<file path="src/hw/rtl/wnws_pkg.sv">
// shared types and constants of the windowed nearest waypoint search
// used by the front, queue and back modules and by the top level
package wnws_pkg;

  localparam int unsigned COORD_W          = 32;
  localparam int unsigned DIST_W           = 2 * COORD_W + 1;
  localparam int unsigned IDX_OUT_W        = 12;
  localparam int unsigned FUNC_W           = 2;
  localparam int unsigned MIN_READY_POINTS = 2;
  localparam int unsigned QUEUE_DEPTH      = 4;
  localparam int unsigned QPTR_W           = $clog2(QUEUE_DEPTH);
  localparam int unsigned QCNT_W           = $clog2(QUEUE_DEPTH + 1);

  // function codes on the input stream
  localparam logic [FUNC_W-1:0] FUNC_START  = 2'd0;
  localparam logic [FUNC_W-1:0] FUNC_APPEND = 2'd1;
  localparam logic [FUNC_W-1:0] FUNC_BLOCK  = 2'd2;
  localparam logic [FUNC_W-1:0] FUNC_QUERY  = 2'd3;

  typedef enum logic [1:0] {
    CMD_START,
    CMD_APPEND,
    CMD_BLOCK,
    CMD_QUERY
  } cmd_kind_e;

  typedef struct packed {
    cmd_kind_e                  kind;
    logic signed [COORD_W-1:0]  y;
    logic signed [COORD_W-1:0]  x;
  } cmd_t;

  // packed so that nearest_index sits in the lowest bits
  typedef struct packed {
    logic                 store_full;
    logic                 near_end;
    logic                 path_ready;
    logic [IDX_OUT_W-1:0] nearest_index;
  } result_t;

endpackage

</file>
<file path="src/hw/rtl/wnws_front.sv">
// front stage: accepts input transactions and classifies them into commands
// depends on wnws_pkg
module wnws_front
  import wnws_pkg::*;
(
  input  logic                      clk_i,
  input  logic                      rst_ni,
  input  logic                      in_valid_i,
  output logic                      in_ready_o,
  input  logic [FUNC_W-1:0]         in_func_i,
  input  logic signed [COORD_W-1:0] in_x_i,
  input  logic signed [COORD_W-1:0] in_y_i,
  output logic                      cmd_valid_o,
  input  logic                      cmd_ready_i,
  output cmd_t                      cmd_o
);

  logic      hold_valid_q, hold_valid_d;
  cmd_t      cmd_q;
  cmd_kind_e kind;
  logic      take;

  always_comb begin
    unique case (in_func_i)
      FUNC_START:  kind = CMD_START;
      FUNC_APPEND: kind = CMD_APPEND;
      FUNC_BLOCK:  kind = CMD_BLOCK;
      FUNC_QUERY:  kind = CMD_QUERY;
      default:     kind = CMD_QUERY;
    endcase
  end

  assign in_ready_o = !hold_valid_q || cmd_ready_i;
  assign take       = in_valid_i && in_ready_o;

  always_comb begin
    hold_valid_d = hold_valid_q;
    if (take) begin
      hold_valid_d = 1'b1;
    end else if (cmd_ready_i) begin
      hold_valid_d = 1'b0;
    end
  end

  always_ff @(posedge clk_i or negedge rst_ni) begin
    if (!rst_ni) begin
      hold_valid_q <= 1'b0;
    end else begin
      hold_valid_q <= hold_valid_d;
    end
  end

  always_ff @(posedge clk_i) begin
    if (take) begin
      cmd_q.kind <= kind;
      cmd_q.x    <= in_x_i;
      cmd_q.y    <= in_y_i;
    end
  end

  assign cmd_valid_o = hold_valid_q;
  assign cmd_o       = cmd_q;

endmodule

</file>
<file path="config.mk">
export PLATFORM = sky130hd
export DESIGN_NAME = wnws_front
export DESIGN_NICKNAME = d
export VERILOG_FILES = /design/src/hw/rtl/wnws_pkg.sv /design/src/hw/rtl/wnws_front.sv
export SDC_FILE = /design/constraint.sdc
export NUM_CORES = 1
export LEC_CHECK = 0
export CAP_MARGIN = 10
export CORE_ASPECT_RATIO = 1.75
export CORE_MARGIN = 10
export CORE_UTILIZATION = 45
export DETAILED_ROUTE_END_ITERATION = 10
export DONT_BUFFER_PORTS = 1
export MAX_ROUTING_LAYER = met4
export SETUP_SLACK_MARGIN = 0.5
export SYNTH_ARGS = -nofsm -noshare
export SYNTH_HDL_FRONTEND = slang
export SYNTH_SLANG_ARGS = --single-unit
export TNS_END_PERCENT = 100
</file>
<file path="constraint.sdc">
create_clock -name clk_i -period 3.4 [get_ports clk_i]
set_clock_uncertainty 0.15 [all_clocks]
set_input_delay 0.51 -clock clk_i [delete_from_list [all_inputs] [get_ports clk_i]]
set_output_delay 0.51 -clock clk_i [all_outputs]
set_load 0.005 [all_outputs]
</file>
Yosys cells after proc, flatten, opt, wreduce, memory -nomap -nowiden
Index checks and enable logic that the tools add are counted.

Output and inout port bits: 68. Input port bits: 70. Register bits after elaboration: 67.

Muxes and demuxes: 3. Reduce and logical (&&, ||, !) cells: 5. Equality and inequality tests: 3.

Operators with widths (number): $pmux 2 s4 (1); $eq 2x2->1 const B (2); $eq 2x1->1 const B (1); $logic_not 2->1 (1); $mux 1 (2); $reduce_bool 2->1 (1); $logic_and 1x1->1 (1); $logic_not 1->1 (1); $logic_or 1x1->1 (1).

Logic depth before layout (Yosys ltp)
Gate-level depths: netlist of the first run.

Word-level depth: 4. Gate-level depth with buffers: 2. Mapped depth without buffers: 2.

Worst setup path before layout of the first run
Ideal clock, no wire load.

Kind: input-to-reg. Start: input cmd_ready_i. End: register cmd_q, in the netlist cmd_o[0] (enable). Library setup time: 377 ps. Required time: 2873 ps. Arrival time: 1184 ps. Stages on the path: 2. Path slack: 1689 ps. Cells stage by stage: nand2b_4 -> and2_4.

Cells in the longest elaborated chain, start to end: 2.

Ends and longest elaborated chain: start, declared (RTL line wnws_front.sv:14) `input logic cmd_ready_i,`; $logic_or 1x1->1 (RTL line wnws_front.sv:33) `assign in_ready_o = !hold_valid_q || cmd_ready_i;`; $logic_and 1x1->1 (RTL line wnws_front.sv:34) `assign take = in_valid_i && in_ready_o;`; end, declared (RTL line wnws_front.sv:19) `cmd_t cmd_q;`.

No other way between the ends. A chain may end at the register's enable or synchronous reset.

Final worst setup path of the first run
Start: register hold_valid_q, in the netlist cmd_valid_o. End: register cmd_q, in the netlist cmd_o[55] (enable).

Cells in the longest elaborated chain, start to end: 3.

Ends and longest elaborated chain: start, declared (RTL line wnws_front.sv:18) `logic hold_valid_q, hold_valid_d;`; start signal, assigned (RTL line wnws_front.sv:49) `hold_valid_q <= hold_valid_d;`; $logic_not 1->1 (RTL line wnws_front.sv:33); $logic_or 1x1->1 (RTL line wnws_front.sv:33); via in_ready_o (RTL line wnws_front.sv:9) `output logic in_ready_o,`; $logic_and 1x1->1 (RTL line wnws_front.sv:34).

The timed path passes the listed nets, and every way through them passes these cells.

==> results.json, run 1 <==
{
  "ys_top_cells_by_area": "edfxtp_1 (97%), dfrtp_1 (1.2%), nand2b_4 (0.67%)",
  "power_mw": 1.612,
  "clkSlewWorstSetupHoldPaths_ns": 0.07,
  "startpoint_type": "flip-flop",
  "grt_max_degree": 67,
  "ir_worst_vdd_mv": 0.3768,
  "htree_levels": 3,
  "synth_cell_types": 6,
  "critPathRequiredTime_ns": 3.20,
  "final_cell_mix": "edfxtp_1 (66), clkbuf_8 (9), clkinv_2 (3), clkbuf_1 (2)",
  "io_pins": 138,
  "grt_pass1_wl_um": 5713,
  "worstSetupPathType": "reg2reg",
  "row_count": 32,
  "cts_tree": "done",
  "nNetsFinal": 152,
  "area_delta_synth_final_pct": 12.55,
  "total_leakage_power_nw": 0.7566,
  "n_fill_cell": 343,
  "firstDrtPassIters": 4,
  "drive_gt1_frac": 0.1839,
  "drv_cap": 0,
  "via_count": 742,
  "die-area_mm2": 0.007742,
  "final_antenna_net_count": 0,
  "timing.fmax_mhz": 574.6,
  "synth_simple_gate_area_share": 0.01408,
  "slew_viol_final": 0,
  "yosysSeqAreaShare": 0.9822,
  "crit_slowest_cell": "and2_4",
  "tns_ns": 0,
  "cts_root_buffer": "clkbuf_8",
  "final_cell_area_mm2": 0.002300,
  "syn_nets": 142,
  "gp_congestion": 0.6715,
  "routedWlPerCell_um": 31.24,
  "hp-class": "in2reg",
  "ys_warn_count": 0,
  "synth_top_family_by_area": "simple AND/OR/NAND/NOR gates",
  "dpl_cell_area_mm2": 0.002100,
  "initial_core_util": 0.4639,
  "drc": 0,
  "relSlewSlack": 0.4671,
  "cts_buffer_depth": 2,
  "grt_usage": 0.1106,
  "synth-compound-area-share": 0,
  "portBuffers": 0,
  "cp_data_arrival_time_ns": 1.54,
  "grt_pass1_vias": 868,
  "synthAdderAreaFrac": 0,
  "worst_pin_slew_ns": 0.7994,
  "synthesis.area_mm2": 0.002043,
  "synth-seq-cells": 67,
  "post-route-period-util": 0.5119,
  "yosysTopAreaCell": "edfxtp_1",
  "rsz0062_at_grt": "no",
  "wirelength_um": 4373,
  "clkSinkCount": 67,
  "synthCells": 72,
  "setup_viol": 0,
  "cts-buffers-inserted": 9,
  "path_max_fanout": 66,
  "max_stage_delay_ns": 0.68,
  "final_common_cell": "edfxtp_1",
  "avgSynthCellArea_um2": 28.38,
  "avgViaCountPerCell": 5.300,
  "p_per_area_mw_per_mm2": 700.8,
  "cp-end-kind": "flip-flop",
  "grt_antenna_before_repair": 2,
  "synthXorXnorAreaFrac": 0,
  "hold_viol": 0,
  "r2r_start": "cmd_valid_o",
  "status": "finished clean",
  "synthMuxAreaShare": 0,
  "die_x_um": 70.94,
  "core_mm2": 0.004404,
  "clk_latency_ns": 0.31,
  "critical_path.cell_chain": "nand2b_4, and2_4",
  "crit_start": "cmd_valid_o",
  "grt-ovfl-total": 0,
  "min-delay-start": "in_y_i[25]",
  "min_period_ns": 1.740,
  "drt_iter0_markers": 61,
  "synth_top_area_frac": 0.9700,
  "die_h_um": 109.1
}
==> cells by family after synthesis <==
family / Yosys count
flip-flops: 67
AND/OR/NAND/NOR: 3
buffers and inverters: 2
==> synthesized netlist by cell type <==
| cell type | instances |
|---|---|
| and2_4 | 1 |
| edfxtp_1 | 66 |
| clkbuf_1 | 2 |
| nand2b_4 | 1 |
| nand2b_1 | 1 |
| dfrtp_1 | 1 |
==> worst paths after layout <==
kind,end,slack (ns),depth (start not counted)
max,cmd_o[55],1.66,2
min,cmd_o[57],0.13,0
max reg2reg,cmd_o[55],1.66,2
min reg2reg,cmd_valid_o,0.45,2
max in group asynchronous,cmd_valid_o,2.75,1
min in group asynchronous,cmd_valid_o,0.25,1
==> state kept, by name, summed over array words and instances, names as in the netlist <==
signal and flops:
cmd_valid_o 1, cmd_o 66
==> stage by stage <==
stage	util	setup WS, ns	instances	hold WS (ns)
finish	0.5222	1.660	140	0.1283
global route	0.5222	1.541	140	0.09454
CTS	0.5210	1.634	138	0.1031
detailed placement	0.4767	1.531	121	0.06446
global placement	0.4767	1.576	121	0.06446
floorplan	-	1.689	72	0.06441
==> cell type report <==
cell class / count / area, um2 / area share
sequential: 67 / 2007 / 0.8727
clock buffer: 11 / 131.4 / 0.05713
tap: 51 / 63.81 / 0.02775
clock inverter: 5 / 53.80 / 0.02339
multi-input combinational: 3 / 28.78 / 0.01251
timing repair buffer: 1 / 10.01 / 0.004353
antenna: 2 / 5.005 / 0.002176
==> power by group <==
part           internal (mW)  switching, mW
combinational        0.00334         0.0195
clock                  0.336          0.261
sequential             0.966         0.0261
==> critical path, delay by kind of cell (launching register included) <==
family           cells  cell delay [ns]
and+or+nand+nor      2             0.78
DFF                  1             0.42
==> per-layer routing <==
metal / GRT usage / vias to the layer above / part of all wire
met4: 0.07917 / 0 / 0.0053
met3: 0.08735 / 2 / 0.14
met2: 0.1628 / 71 / 0.55
met5: - / - / 0
li1: - / 306 / -
met1: 0.09178 / 363 / 0.31
==> timing repair <==
action                                  4_1_cts  5_1_grt
hold buffers                                  1        0
endpoints found under the setup margin        0        0
setup buffers                                 0        0
endpoints found under the hold margin         1        0
resized for setup                             0        0
Note: power is estimated with default switching activity, not from simulation.
==> run 2, diff against run 1 <==
Settings changed: ABC_AREA set to 1.
Clock period 3.4 ns to 1.4 ns, I/O delays scaled along.
==> run 2 against run 1 <==
Compared with the run above: the flow now finishes with violations (negative hold slack); sequential power up 140%; combinational power grew to 15 times the previous value; sequential share of layout area is 25 points lower; via count rose by 45%; clock-buffer cell count fell by 2; final cell count grew 57%.
==> results.json, run 2 <==
{
  "yosysSeqAreaShare": 0.9865,
  "synth_cell_types": 6,
  "initial_core_util": 0.4619,
  "grt_usage": 0.1404,
  "critical_path.cell_chain": "a21oi_4, buf_12, buf_16",
  "cts_root_buffer": "clkbuf_8",
  "critPathRequiredTime_ns": 1.30,
  "cp-end-kind": "flip-flop",
  "ys_top_cells_by_area": "edfxtp_1 (97%), dfrtp_1 (1.2%), clkbuf_1 (0.37%)",
  "async_reset_ff_frac": 0.01493,
  "wl_met1_um": 1798,
  "clkSlewWorstSetupHoldPaths_ns": 0.06,
  "cpLargestDelayFamily": "flip-flops",
  "cts_hold_buf": 69,
  "die-area_mm2": 0.007716,
  "path_max_fanout": 11,
  "gp_congestion": 0.6435,
  "synthFlopType": "edfxtp_1",
  "via_count": 1073,
  "crit_slowest_cell": "dfrtp_1",
  "wl_met3_um": 505,
  "htree_levels": 3,
  "cts-buffers-inserted": 9,
  "worst-path-buf-inv": 2,
  "whs_endpoint": "cmd_valid_o",
  "synthCells": 74,
  "power_mw": 4.018,
  "row_count": 32,
  "drive_gt1_frac": 0.1538,
  "rrSetupSlack_ns": 0.03,
  "synth_edf_count": 66,
  "dp_cells": 126,
  "worst_pin_slew_ns": 0.2040,
  "dpl_cell_area_mm2": 0.002137,
  "yosysTopAreaCell": "edfxtp_1",
  "final_cell_area_mm2": 0.003229,
  "synth_most_common_cell": "edfxtp_1",
  "worstSetupPathType": "reg2reg",
  "dp_slack_ns": 0.01195,
  "routedWlPerCell_um": 24.55,
  "grt_max_degree": 13,
  "hp-class": "in2reg",
  "grt_pass1_wl_um": 7548,
  "fin_ws_ns": 0.02726,
  "holdWs_ns": -0.02210,
  "die_h_um": 108.9,
  "grt-ovfl-total": 0,
  "r2r_start": "cmd_valid_o",
  "final_antenna_net_count": 0,
  "portBuffers": 0,
  "rr_worst_depth": 3,
  "setup_viol": 0,
  "avgSynthCellArea_um2": 27.49,
  "grt_pass1_vias": 1241,
  "final_cells": 220,
  "relSlewSlack": 0.8637,
  "grt_antenna_before_repair": 0,
  "avgViaCountPerCell": 4.877,
  "tns_ns": 0,
  "status": "finished, violations left",
  "drc": 0,
  "final_cell_mix": "dlygate4sd3_1 (69), edfxtp_1 (66), clkbuf_8 (9), buf_16 (5)",
  "clkSinkCount": 67,
  "core_mm2": 0.004404,
  "firstDrtPassIters": 5,
  "hold_viol": 1,
  "area_delta_synth_final_pct": 58.73,
  "wl_met2_um": 2981,
  "max_stage_delay_ns": 0.41,
  "total_leakage_power_nw": 1.147,
  "nNetsFinal": 234,
  "wirelength_um": 5400,
  "synthesis.area_mm2": 0.002034,
  "synth_top_area_frac": 0.9742,
  "min_period_ns": 1.373,
  "rsz0062_at_grt": "yes",
  "die_x_um": 70.83,
  "fin_util": 0.7332,
  "reg2reg_to": "cmd_o[10]",
  "post-route-period-util": 0.9805,
  "startpoint_type": "flip-flop",
  "syn_nets": 144,
  "drv_cap": 0,
  "slew_viol_final": 0,
  "min-delay-start": "cmd_ready_i",
  "cp_data_arrival_time_ns": 1.27,
  "top_layer_used": "met4",
  "violations": "negative hold slack",
  "io_pins": 138,
  "holdPathStages": 3,
  "cts_tree": "done",
  "synth_common_cells": "edfxtp_1 (66), clkbuf_1 (2), inv_1 (2), nand2_1 (2)",
  "p_per_area_mw_per_mm2": 1244,
  "cts_buffer_depth": 2,
  "largest_reg_flops": 66,
  "timing.fmax_mhz": 728.5,
  "clk_latency_ns": 0.33,
  "synth-seq-cells": 67,
  "ys_warn_count": 0,
  "ir_worst_vdd_mv": 0.9963,
  "final_common_cell": "dlygate4sd3_1",
  "antenna_cells": 0,
  "drt_iter0_markers": 26
}
-- run 2: area by class of cell --
class	instances	area [um2]
Clock buffer	9	123.9
Clock inverter	7	35.03
Fill cell	270	1175
Inverter	2	7.507
Multi-Input combinational cell	3	26.28
Sequential cell	67	2007
Tap cell	51	63.81
Timing Repair Buffer	81	965.9
-- run 2: repair_timing --
item / in CTS / in global routing
cloned: 5 / 2
setup endpoints to repair: 135 / 135
buffers inserted: 2 / 0
hold endpoints to repair: 68 / 1
gates resized for setup: 9 / 0
pin swaps: 1 / 0
-- run 2: worst max path at each step --
stage                     start        end  cells past startpoint
detailed placement  cmd_valid_o  cmd_o[55]                      2
finish              cmd_valid_o  cmd_o[10]                      3
global placement    cmd_valid_o  cmd_o[55]                      2
floorplan           cmd_valid_o   cmd_o[0]                      1
global route        cmd_valid_o  cmd_o[10]                      3
CTS                 cmd_valid_o  cmd_o[10]                      3
-- run 2: per-layer routing --
metal | track usage | vias up
met5 | - | -
met2 | 0.2261 | 77
li1 | - | 471
met4 | 0.07222 | 0
met1 | 0.1347 | 514
met3 | 0.07188 | 11
-- run 2: power by group --
group,switching [mW],internal (mW)
Clock,0.656,0.613
Combinational,0.111,0.231
Sequential,0.0655,2.34
-- run 2: kinds of logic (layout without fill, tap and decap cells) --
kind of cell | count (synthesis) | in the layout | synth area share
AO/OA/AOI/OAI | 1 | 1 | 0.002458
flip-flops | 67 | 67 | 0.9865
buffers and inverters | 4 | 99 | 0.007383
AND/OR/NAND/NOR | 2 | 2 | 0.003691
-- run 2: worst min-delay path, cell delays in order --
cell	delay (ns)
inv_1	0.06
nand2_2	0.09
nand2_1	0.06
