[src/hw/rtl/wnws_pkg.sv]
// shared types and constants of the windowed nearest waypoint search
// used by the front, queue and back modules and by the top level
package wnws_pkg;

  localparam int unsigned COORD_W          = 32;
  localparam int unsigned DIST_W           = 2 * COORD_W + 1;
  localparam int unsigned IDX_OUT_W        = 12;
  localparam int unsigned FUNC_W           = 2;
  localparam int unsigned MIN_READY_POINTS = 2;
  localparam int unsigned QUEUE_DEPTH      = 4;
  localparam int unsigned QPTR_W           = $clog2(QUEUE_DEPTH);
  localparam int unsigned QCNT_W           = $clog2(QUEUE_DEPTH + 1);

  // function codes on the input stream
  localparam logic [FUNC_W-1:0] FUNC_START  = 2'd0;
  localparam logic [FUNC_W-1:0] FUNC_APPEND = 2'd1;
  localparam logic [FUNC_W-1:0] FUNC_BLOCK  = 2'd2;
  localparam logic [FUNC_W-1:0] FUNC_QUERY  = 2'd3;

  typedef enum logic [1:0] {
    CMD_START,
    CMD_APPEND,
    CMD_BLOCK,
    CMD_QUERY
  } cmd_kind_e;

  typedef struct packed {
    cmd_kind_e                  kind;
    logic signed [COORD_W-1:0]  y;
    logic signed [COORD_W-1:0]  x;
  } cmd_t;

  // packed so that nearest_index sits in the lowest bits
  typedef struct packed {
    logic                 store_full;
    logic                 near_end;
    logic                 path_ready;
    logic [IDX_OUT_W-1:0] nearest_index;
  } result_t;

endpackage

[src/hw/rtl/wnws_queue.sv]
// short command queue between front and back
// depends on wnws_pkg
module wnws_queue
  import wnws_pkg::*;
(
  input  logic clk_i,
  input  logic rst_ni,
  input  logic push_valid_i,
  output logic push_ready_o,
  input  cmd_t push_i,
  output logic pop_valid_o,
  input  logic pop_ready_i,
  output cmd_t pop_o
);

  cmd_t              slots_q [QUEUE_DEPTH];
  logic [QPTR_W-1:0] wr_ptr_q, wr_ptr_d;
  logic [QPTR_W-1:0] rd_ptr_q, rd_ptr_d;
  logic [QCNT_W-1:0] cnt_q, cnt_d;
  logic              push, pop;

  assign push_ready_o = cnt_q != QCNT_W'(QUEUE_DEPTH);
  assign pop_valid_o  = cnt_q != '0;
  assign push         = push_valid_i && push_ready_o;
  assign pop          = pop_valid_o && pop_ready_i;
  assign pop_o        = slots_q[rd_ptr_q];

  always_comb begin
    wr_ptr_d = wr_ptr_q;
    rd_ptr_d = rd_ptr_q;
    cnt_d    = cnt_q;
    if (push) begin
      wr_ptr_d = (wr_ptr_q == QPTR_W'(QUEUE_DEPTH - 1)) ? '0 : wr_ptr_q + 1'b1;
    end
    if (pop) begin
      rd_ptr_d = (rd_ptr_q == QPTR_W'(QUEUE_DEPTH - 1)) ? '0 : rd_ptr_q + 1'b1;
    end
    if (push && !pop) begin
      cnt_d = cnt_q + 1'b1;
    end else if (pop && !push) begin
      cnt_d = cnt_q - 1'b1;
    end
  end

  always_ff @(posedge clk_i or negedge rst_ni) begin
    if (!rst_ni) begin
      wr_ptr_q <= '0;
      rd_ptr_q <= '0;
      cnt_q    <= '0;
    end else begin
      wr_ptr_q <= wr_ptr_d;
      rd_ptr_q <= rd_ptr_d;
      cnt_q    <= cnt_d;
    end
  end

  always_ff @(posedge clk_i) begin
    if (push) begin
      slots_q[wr_ptr_q] <= push_i;
    end
  end

endmodule

[config.mk]
export PLATFORM = sky130hd
export DESIGN_NAME = wnws_queue
export DESIGN_NICKNAME = d
export VERILOG_FILES = /design/src/hw/rtl/wnws_pkg.sv /design/src/hw/rtl/wnws_queue.sv
export SDC_FILE = /design/constraint.sdc
export NUM_CORES = 1
export LEC_CHECK = 0
export BUFFER_PORTS_ARGS = -buffer_cell sky130_fd_sc_hd__buf_2
export CORE_MARGIN = 4
export CORE_UTILIZATION = 35
export DETAILED_ROUTE_END_ITERATION = 6
export SETUP_SLACK_MARGIN = 0.02
export SLEW_MARGIN = 20
export SYNTH_ARGS = -nofsm -noshare
export SYNTH_HDL_FRONTEND = slang
export SYNTH_SLANG_ARGS = --single-unit
[constraint.sdc]
create_clock -name clk_i -period 2.7 [get_ports clk_i]
set_input_delay 0.135 -clock clk_i [delete_from_list [all_inputs] [get_ports clk_i]]
set_output_delay 0.135 -clock clk_i [all_outputs]
set_load 0.05 [all_outputs]
# [Word-level counts from Yosys, hierarchy flattened]
# Memories as Yosys holds them, arrays and structs flattened.
# Index checks and enable logic that the tools add are counted.
[totals] ff_bits=7 latchBits=0 mem_bits_rw=264 rom_bits=0 inputBits=70 output_inout_bits=68 wordCells=25 mem_count=1
[op_classes] add_sub_neg=4 multipliers=0 n_div=0 n_lt_le_gt_ge=0 n_eq_ne=3 shift=0 n_mux=6 bitwise_logic=0 reduce_logical=8
[memory_table] memory="slots_q" words=4 word_bits=66 rd=1 rd_clocked_by_memory_dff=0 write_ports=1 line="wnws_queue.sv:16" source="cmd_t slots_q [QUEUE_DEPTH];"
[op_table] op="$mux W3" count=2
[op_table] op="$add A2 B1 Y2 const B" count=2
[op_table] op="$eq A2 B2 Y1 const B" count=2
[op_table] op="$logic_and A1 B1 Y1" count=4
[op_table] op="$mux W2" count=2
[op_table] op="$add A3 B1 Y3 const B" count=1
[op_table] op="$ne A3 B3 Y1 const B" count=1
[op_table] op="$reduce_bool A3 Y1" count=1
[op_table] op="$sub A3 B1 Y3 const B" count=1
[op_table] op="$logic_not A1 Y1" count=2
[op_table] op="$mux W1" count=2
[op_table] op="$reduce_bool A2 Y1" count=1

# [Longest topological paths before layout]
# Gate-level depths: netlist (run 1).
[depth] depth_word=6 depth_mapped=8 mapped_depth_nobuf=8

# [Worst setup path after synthesis (run 1)]
# OpenSTA, ideal clock, no wires.
[synth_path] kind="reg-to-reg" start="register cnt_q[1]" end="register cnt_q[2]" setup_time_ns=0.079 arrival_ns=2.213 t_required_ns=2.621 slack_ns=0.408 path_stages_with_launch=9 n_path_buf=0 period_less_slack_ns=2.292 path_cell_list="dfrtp_1 -> or3_2 -> nand2_1 -> ha_1 -> inv_1 -> fa_1 -> xor2_1 -> nor2_1 -> xor2_1"
[synth_between] elab_chain_len=5 elab_cells_between_ends=13 cone_classes="add/sub: 2; eq/ne: 1; mux: 2; reduce/logical: 8"
[synth_rtl] element="start: declaration" line="wnws_queue.sv:19" source="logic [QCNT_W-1:0] cnt_q, cnt_d;"
[synth_rtl] element="start signal: assignment" line="wnws_queue.sv:53" source="cnt_q <= cnt_d;"
[synth_rtl] element="$reduce_bool A3 Y1 *" line="wnws_queue.sv:23" source="assign pop_valid_o = cnt_q != '0;"
[synth_rtl] element="net pop_valid_o" line="wnws_queue.sv:11" source="output logic pop_valid_o,"
[synth_rtl] element="$logic_and A1 B1 Y1 *" line="wnws_queue.sv:25" source="assign pop = pop_valid_o && pop_ready_i;"
[synth_rtl] element="$logic_not A1 Y1" line="wnws_queue.sv:38" source="if (push && !pop) begin"
[synth_rtl] element="$logic_and A1 B1 Y1" line="wnws_queue.sv:38"
[synth_rtl] element="$mux W3 / $reduce_bool A2 Y1 (equally long branches)"
# The timed path passes the listed nets; every way through them passes the cells marked *. The select of a mux whose other input is x is not followed.
# A chain may end at the register's enable or synchronous reset.

==> results.ini, run 1 <==
[run_status]
status=complete, no violations

[sta]
rsz0062_at_grt=false
slew_viol_final=0
slew_headroom_pct=51.8
whs_ps=33.6
worstMarginPinSlew_ps=723
max_clock_freq_mhz=418
fin_worst_skew_ps=14.1
fin_tns_setup_ps=0
fin_crit_sh_pct=88.7
setup_violations=0
hold_viol=0
post-route-min-period_ps=2400

[run]
maxCapViolations=0

[yosys]
synth_area_leaders=edfxtp_1 (80%), mux4_2 (15%), dfrtp_1 (1.8%)
synthXorXnorAreaFrac_pct=0.264
synth-simple-area-share_pct=0.729
muxShareOfSynthArea_pct=15.6
synth_edf_count=264
syn-num-nets=458
yosysSeqAreaShare_pct=81.4
syn_area_per_cell_um2=26.1
syn_inst=381
synthAdderAreaFrac_pct=0.956
yosysTopAreaCell=edfxtp_1
synth_cell_type_count=20
synth_area_um2=9950
synth-async-reset-ratio_pct=2.58
ys_ff_latch=271
synth_top_family_by_area=multiplexers
synth_compound_area_share_pct=0
yosysWarnings=0
ys.flop_type=edfxtp_1
yosysTopAreaCellShare_pct=79.7
yosysMostFrequentCell=edfxtp_1
netlist_top_cells_count=edfxtp_1 (264), mux4_2 (66), buf_2 (8)

[clock_network]
cts_tree=built
cts_sinks=271
clk_latency_ps=530
cts_htree_levels=1
path_clk_slew_ps=60
cts_resized=0
cts.path.max_buffers=3
clockRootBuffer=clkbuf_16
cts_buffers=28

[min_path]
hold_depth=3
min_path_type=in -> reg
holdCritStartpoint=pop_ready_i

[floorplanning]
io-pin-count=138
die_x_um=177
core_um2=27900
die_area_um2=31200
initial_core_util_pct=35.6
dieHeight_um=177
rows=61

[cells_and_area]
fin_nets=698
drive_gt1_share_pct=43.0
area_growth_pct=28.6
antenna_cells=0
nFillCells=2428

[power]
p_leak_nw=4.41
power_density_nw_per_um2=1200
vdd_ir_drop_max_mv=0.557

[critical_path]
worst_ep_arrival_time_ps=2260
worstSetupStartpoint=rd_ptr_q[0]
crit_required_ps=2570
cp-end-kind=primary output
timing.rr.start=cnt_q[1]
crit_fanout=18
start_kind=flip-flop
critical_path_class=reg -> out
reg2regPathDepth=8

[global_routing]
grt_max_degree=41
grt_pass1_wl_um=30200
gr-total-overflow=0
grt.total_usage_pct=12.4
antenna_found_initial=1
grt_pass1_vias=5358

[placement]
place.gp.congestion=0.701
io_buffers=137
hpwl_um=11900

[detailed_routing]
ant_nets=0
drc=0
totalWireLength_um=19300
dr.pass1.iters=4
drt-wirelength-per-cell_um=19.0
vias=4765
first_iter_violations=242
via_per_inst=4.67

## what timing repair did
| item | in CTS | in global routing |
|---|---|---|
| setup endpoints to repair | 17 | 0 |
| endpoints found under the hold margin | 271 | 0 |
| hold buffers | 68 | 0 |
| buffers inserted | 1 | 0 |
## area by class of cell
cell class              count  area (µm²)  area share [%]
clock inverters            15         101           0.792
multi-input cells          92        1760            13.7
clock buffers              36         752            5.88
inverters                   3        11.3          0.0880
repair buffers            225        1590            12.4
well taps                 378         473            3.70
flip-flops and latches    271        8110            63.4
## path summary, 6_finish.rpt
check | slack [ps] | end
max | 300 | pop_o[26]
min | 30 | rd_ptr_q[1]
max reg2reg | 420 | cnt_q[2]
min reg2reg | 490 | cnt_q[2]
max in group asynchronous | 1840 | rd_ptr_q[1]
min in group asynchronous | 590 | cnt_q[0]
## sequential cells by signal (all words and copies together), names as in the netlist
| name | cells |
|---|---|
| slots_q | 264 |
| wr_ptr_q | 2 |
| rd_ptr_q | 2 |
| cnt_q | 3 |
## worst max-delay path: stages (launching register included)
cell and delay (ps):
dfrtp_4 680, buf_12 250, mux4_2 540, buf_2 230
## cells by family (layout without fill, tap and decap cells)
kind of cell	after synthesis	in the layout
xor gates and xnor gates	3	3
muxes	71	71
DFF	271	271
buffers and inverters	18	279
and+or+nand+nor	11	11
adders and majority gates	7	7
## per-layer routing
metal	up-vias	track usage (%)	part of all wire, %
met5	-	0	0.067
met4	2	3.55	2.4
met3	37	3.29	6.1
met2	119	21.9	52
met1	2488	15.2	40
li1	2119	-	-
## where the power goes
part           leakage (nW)  internal (mW)  switching (mW)  total (mW)
Combinational          1.50           1.96            4.01        5.97
Clock                 0.412           2.05            1.46        3.51
Sequential             2.50           5.57           0.372        5.94
## placed cells by master (no fill, tap or decap)
cell	instances
dfrtp_4	2
nand2_1	1
clkinvlp_4	3
or3_2	1
and3_4	4
buf_4	14
clkbuf_16	29
nor2_1	3
clkinv_2	6
dlygate4sd3_1	68
mux2_4	2
buf_2	137
clkbuf_1	7
ha_1	6
clkinv_1	5
buf_12	6
xnor2_1	1
dfrtp_1	5
edfxtp_1	264
inv_1	3
and2_4	1
bufinv_16	1
or3b_4	1
mux2_2	3
mux4_2	66
fa_1	1
xor2_1	2
## through the flow
stage          setup slack, ps  utilization, %  cells  area, µm²  power [mW]
6_report                   305            45.8   1020      12800        15.4
5_1_grt                    171            45.8   1020      12800        16.2
4_1_cts                    214            45.8   1020      12800        15.7
3_5_place_dp               420            40.3    900      11200        12.0
3_3_place_gp               543            40.3    900      11200        11.9
2_1_floorplan              408               -    381       9950        10.5
Power figures use the tool's default switching activity.
==> run 2, diff against run 1 <==
--- a/config.mk
+++ b/config.mk
@@ -7,7 +7,7 @@
 export LEC_CHECK = 0
 export BUFFER_PORTS_ARGS = -buffer_cell sky130_fd_sc_hd__buf_2
 export CORE_MARGIN = 4
-export CORE_UTILIZATION = 35
+export CORE_UTILIZATION = 45
 export DETAILED_ROUTE_END_ITERATION = 6
 export SETUP_SLACK_MARGIN = 0.02
 export SLEW_MARGIN = 20
==> results.ini, run 2 (synthesis results as in run 1) <==
[run_status]
status=complete, no violations  ; unchanged

[clock_network]
path_clk_slew_ps=60  ; about the same
cts_htree_levels=1  ; unchanged
cts.path.max_buffers=3  ; unchanged
cts_resized=0  ; unchanged
cts_tree=built  ; unchanged
cts_sinks=271  ; unchanged
clockRootBuffer=clkbuf_16  ; unchanged
clk_latency_ps=520  ; was 530 ps
cts_buffers=28  ; unchanged

[floorplanning]
initial_core_util_pct=45.7  ; was 35.6%
io-pin-count=138  ; unchanged
die_area_um2=24600  ; was 31200 µm²
rows=54  ; was 61
die_x_um=157  ; was 177 µm
dieHeight_um=157  ; was 177 µm
core_um2=21800  ; was 27900 µm²

[sta]
worstMarginPinSlew_ps=600  ; was 723 ps
fin_tns_setup_ps=0  ; unchanged
fin_worst_skew_ps=9.59  ; was 14.1 ps
slew_viol_final=0  ; unchanged
rsz0062_at_grt=false  ; unchanged
max_clock_freq_mhz=414  ; was 418 MHz
hold_viol=0  ; unchanged
slew_headroom_pct=60.0  ; was 51.8%
setup_violations=0  ; unchanged
post-route-min-period_ps=2420  ; was 2400 ps
fin_crit_sh_pct=89.5  ; was 88.7%

[detailed_routing]
drt-wirelength-per-cell_um=19.9  ; was 19.0 µm
ant_nets=0  ; unchanged
dr.pass1.iters=5  ; was 4
first_iter_violations=217  ; was 242
vias=4623  ; was 4765
totalWireLength_um=18200  ; was 19300 µm
drc=0  ; unchanged
via_per_inst=5.05  ; was 4.67

[critical_path]
worstSetupStartpoint=rd_ptr_q[1]  ; was rd_ptr_q[0]
cp_cell_sequence=buf_4 > mux4_2 > buf_2  ; was buf_12 > mux4_2 > buf_2
start_kind=flip-flop  ; unchanged
critical_path_class=reg -> out  ; unchanged
worst_ep_arrival_time_ps=2280  ; was 2260 ps
crit_buf_inv=2  ; unchanged
crit_fanout=35  ; was 18
cp_slowest_stage_delay_ps=820  ; was 680 ps
timing.rr.start=cnt_q[0]  ; was cnt_q[1]
crit_required_ps=2570  ; about the same
crit_slowest_cell=dfrtp_4  ; unchanged
cp-end-kind=primary output  ; unchanged
crit_family=flip-flops  ; unchanged

[global_routing]
grt.total_usage_pct=15.1  ; was 12.4%
grt_pass1_vias=5145  ; was 5358
gr-total-overflow=0  ; unchanged
grt_max_degree=48  ; was 41
antenna_found_initial=0  ; was 1
grt_pass1_wl_um=28600  ; was 30200 µm

[cells_and_area]
finalNonFillerCells=916  ; was 1020
drive_gt1_share_pct=42.6  ; was 43.0%
multiInputGateArea_um2=1760  ; unchanged
mostFrequentLayoutCells=edfxtp_1 (264), buf_2 (137), dlygate4sd3_1 (68)  ; unchanged
fin_nets=691  ; was 698
antenna_cells=0  ; unchanged
area_growth_pct=27.9  ; was 28.6%
layout_commonest_cell=edfxtp_1  ; unchanged
seq_area_um2=8110  ; unchanged
nFillCells=1648  ; was 2428
top_regs=slots_q x264, cnt_q x3  ; unchanged
largest_register_ffs=264  ; unchanged
largest-register=slots_q  ; unchanged

[power]
vdd_ir_drop_max_mv=0.610  ; was 0.557 mV
p_leak_nw=4.43  ; was 4.41 nW
power_density_nw_per_um2=1230  ; was 1200 nW/µm²

[run]
maxCapViolations=0  ; unchanged

[placement]
io_buffers=137  ; unchanged
place_inst=796  ; was 900
place.gp.congestion=0.747  ; was 0.701
hpwl_um=10900  ; was 11900 µm

[min_path]
min_path_type=in -> reg  ; unchanged
holdCritStartpoint=pop_ready_i  ; unchanged

## run 2: cell count changes in the layout (fill, tap and decap cells not counted)
| cell | change |
|---|---|
| buf_4 | -6 |
| clkinv_2 | -3 |
| clkbuf_8 | +4 |
| buf_12 | -1 |
| bufinv_16 | +3 |
| clkinv_1 | -1 |
| clkinvlp_4 | -3 |
| inv_6 | +1 |
## run 2: report_power, final
group	switching [mW]	internal [mW]
Clock	1.47	2.45
Sequential	0.320	5.56
Combinational	4.01	1.89
## run 2: final cells by class
class | count | area share, %
Sequential cell | 271 | 63.7
Multi-Input combinational cell | 92 | 13.8
Timing Repair Buffer | 218 | 12.0
Clock buffer | 40 | 6.34
Tap cell | 280 | 2.75
Clock inverter | 12 | 1.25
Inverter | 3 | 0.0885
## run 2: tightest hold or removal path, delay by kind of cell
kind / cells / cell delay, ps
buffers and inverters: 1 / 100
muxes: 1 / 160
and+or+nand+nor: 1 / 110
## run 2: worst paths after layout
check                      cells after the start  slack (ps)     endpoint
min in group asynchronous                      3         570  rd_ptr_q[1]
setup / recovery                               3         280    pop_o[49]
hold / removal                                 3          20  rd_ptr_q[1]
hold reg to reg                                1         480     cnt_q[2]
max in group asynchronous                      3        1840  rd_ptr_q[0]
setup reg to reg                               8         460     cnt_q[2]
## run 2: timing repair
| action | 4_1_cts | 5_1_grt |
|---|---|---|
| setup buffers | 0 | 0 |
| hold buffers | 68 | 0 |
| hold endpoints to repair | 271 | 0 |
## run 2: per-layer routing
layer / GRT usage, % / routed length [µm]
met4: 3.18 / 266
met1: 19.7 / 7380
met2: 26.4 / 9500
met3: 3.21 / 1050
met5: 0 / 0
## run 2: metrics by stage
| step | cell area [µm²] | worst slack [ps] | utilization (%) | hold WS (ps) | total power [mW] |
|---|---|---|---|---|---|
| after floorplan | 9950 | 408 | - | -161 | 10.5 |
| after global placement | 11100 | 559 | 50.9 | -20.4 | 11.9 |
| after detailed placement | 11100 | 449 | 50.9 | -12.8 | 11.9 |
| after CTS | 12700 | 231 | 58.5 | 5.26 | 16.0 |
| after global routing | 12700 | 168 | 58.5 | 22.0 | 16.4 |
| final | 12700 | 283 | 58.5 | 21.4 | 15.7 |
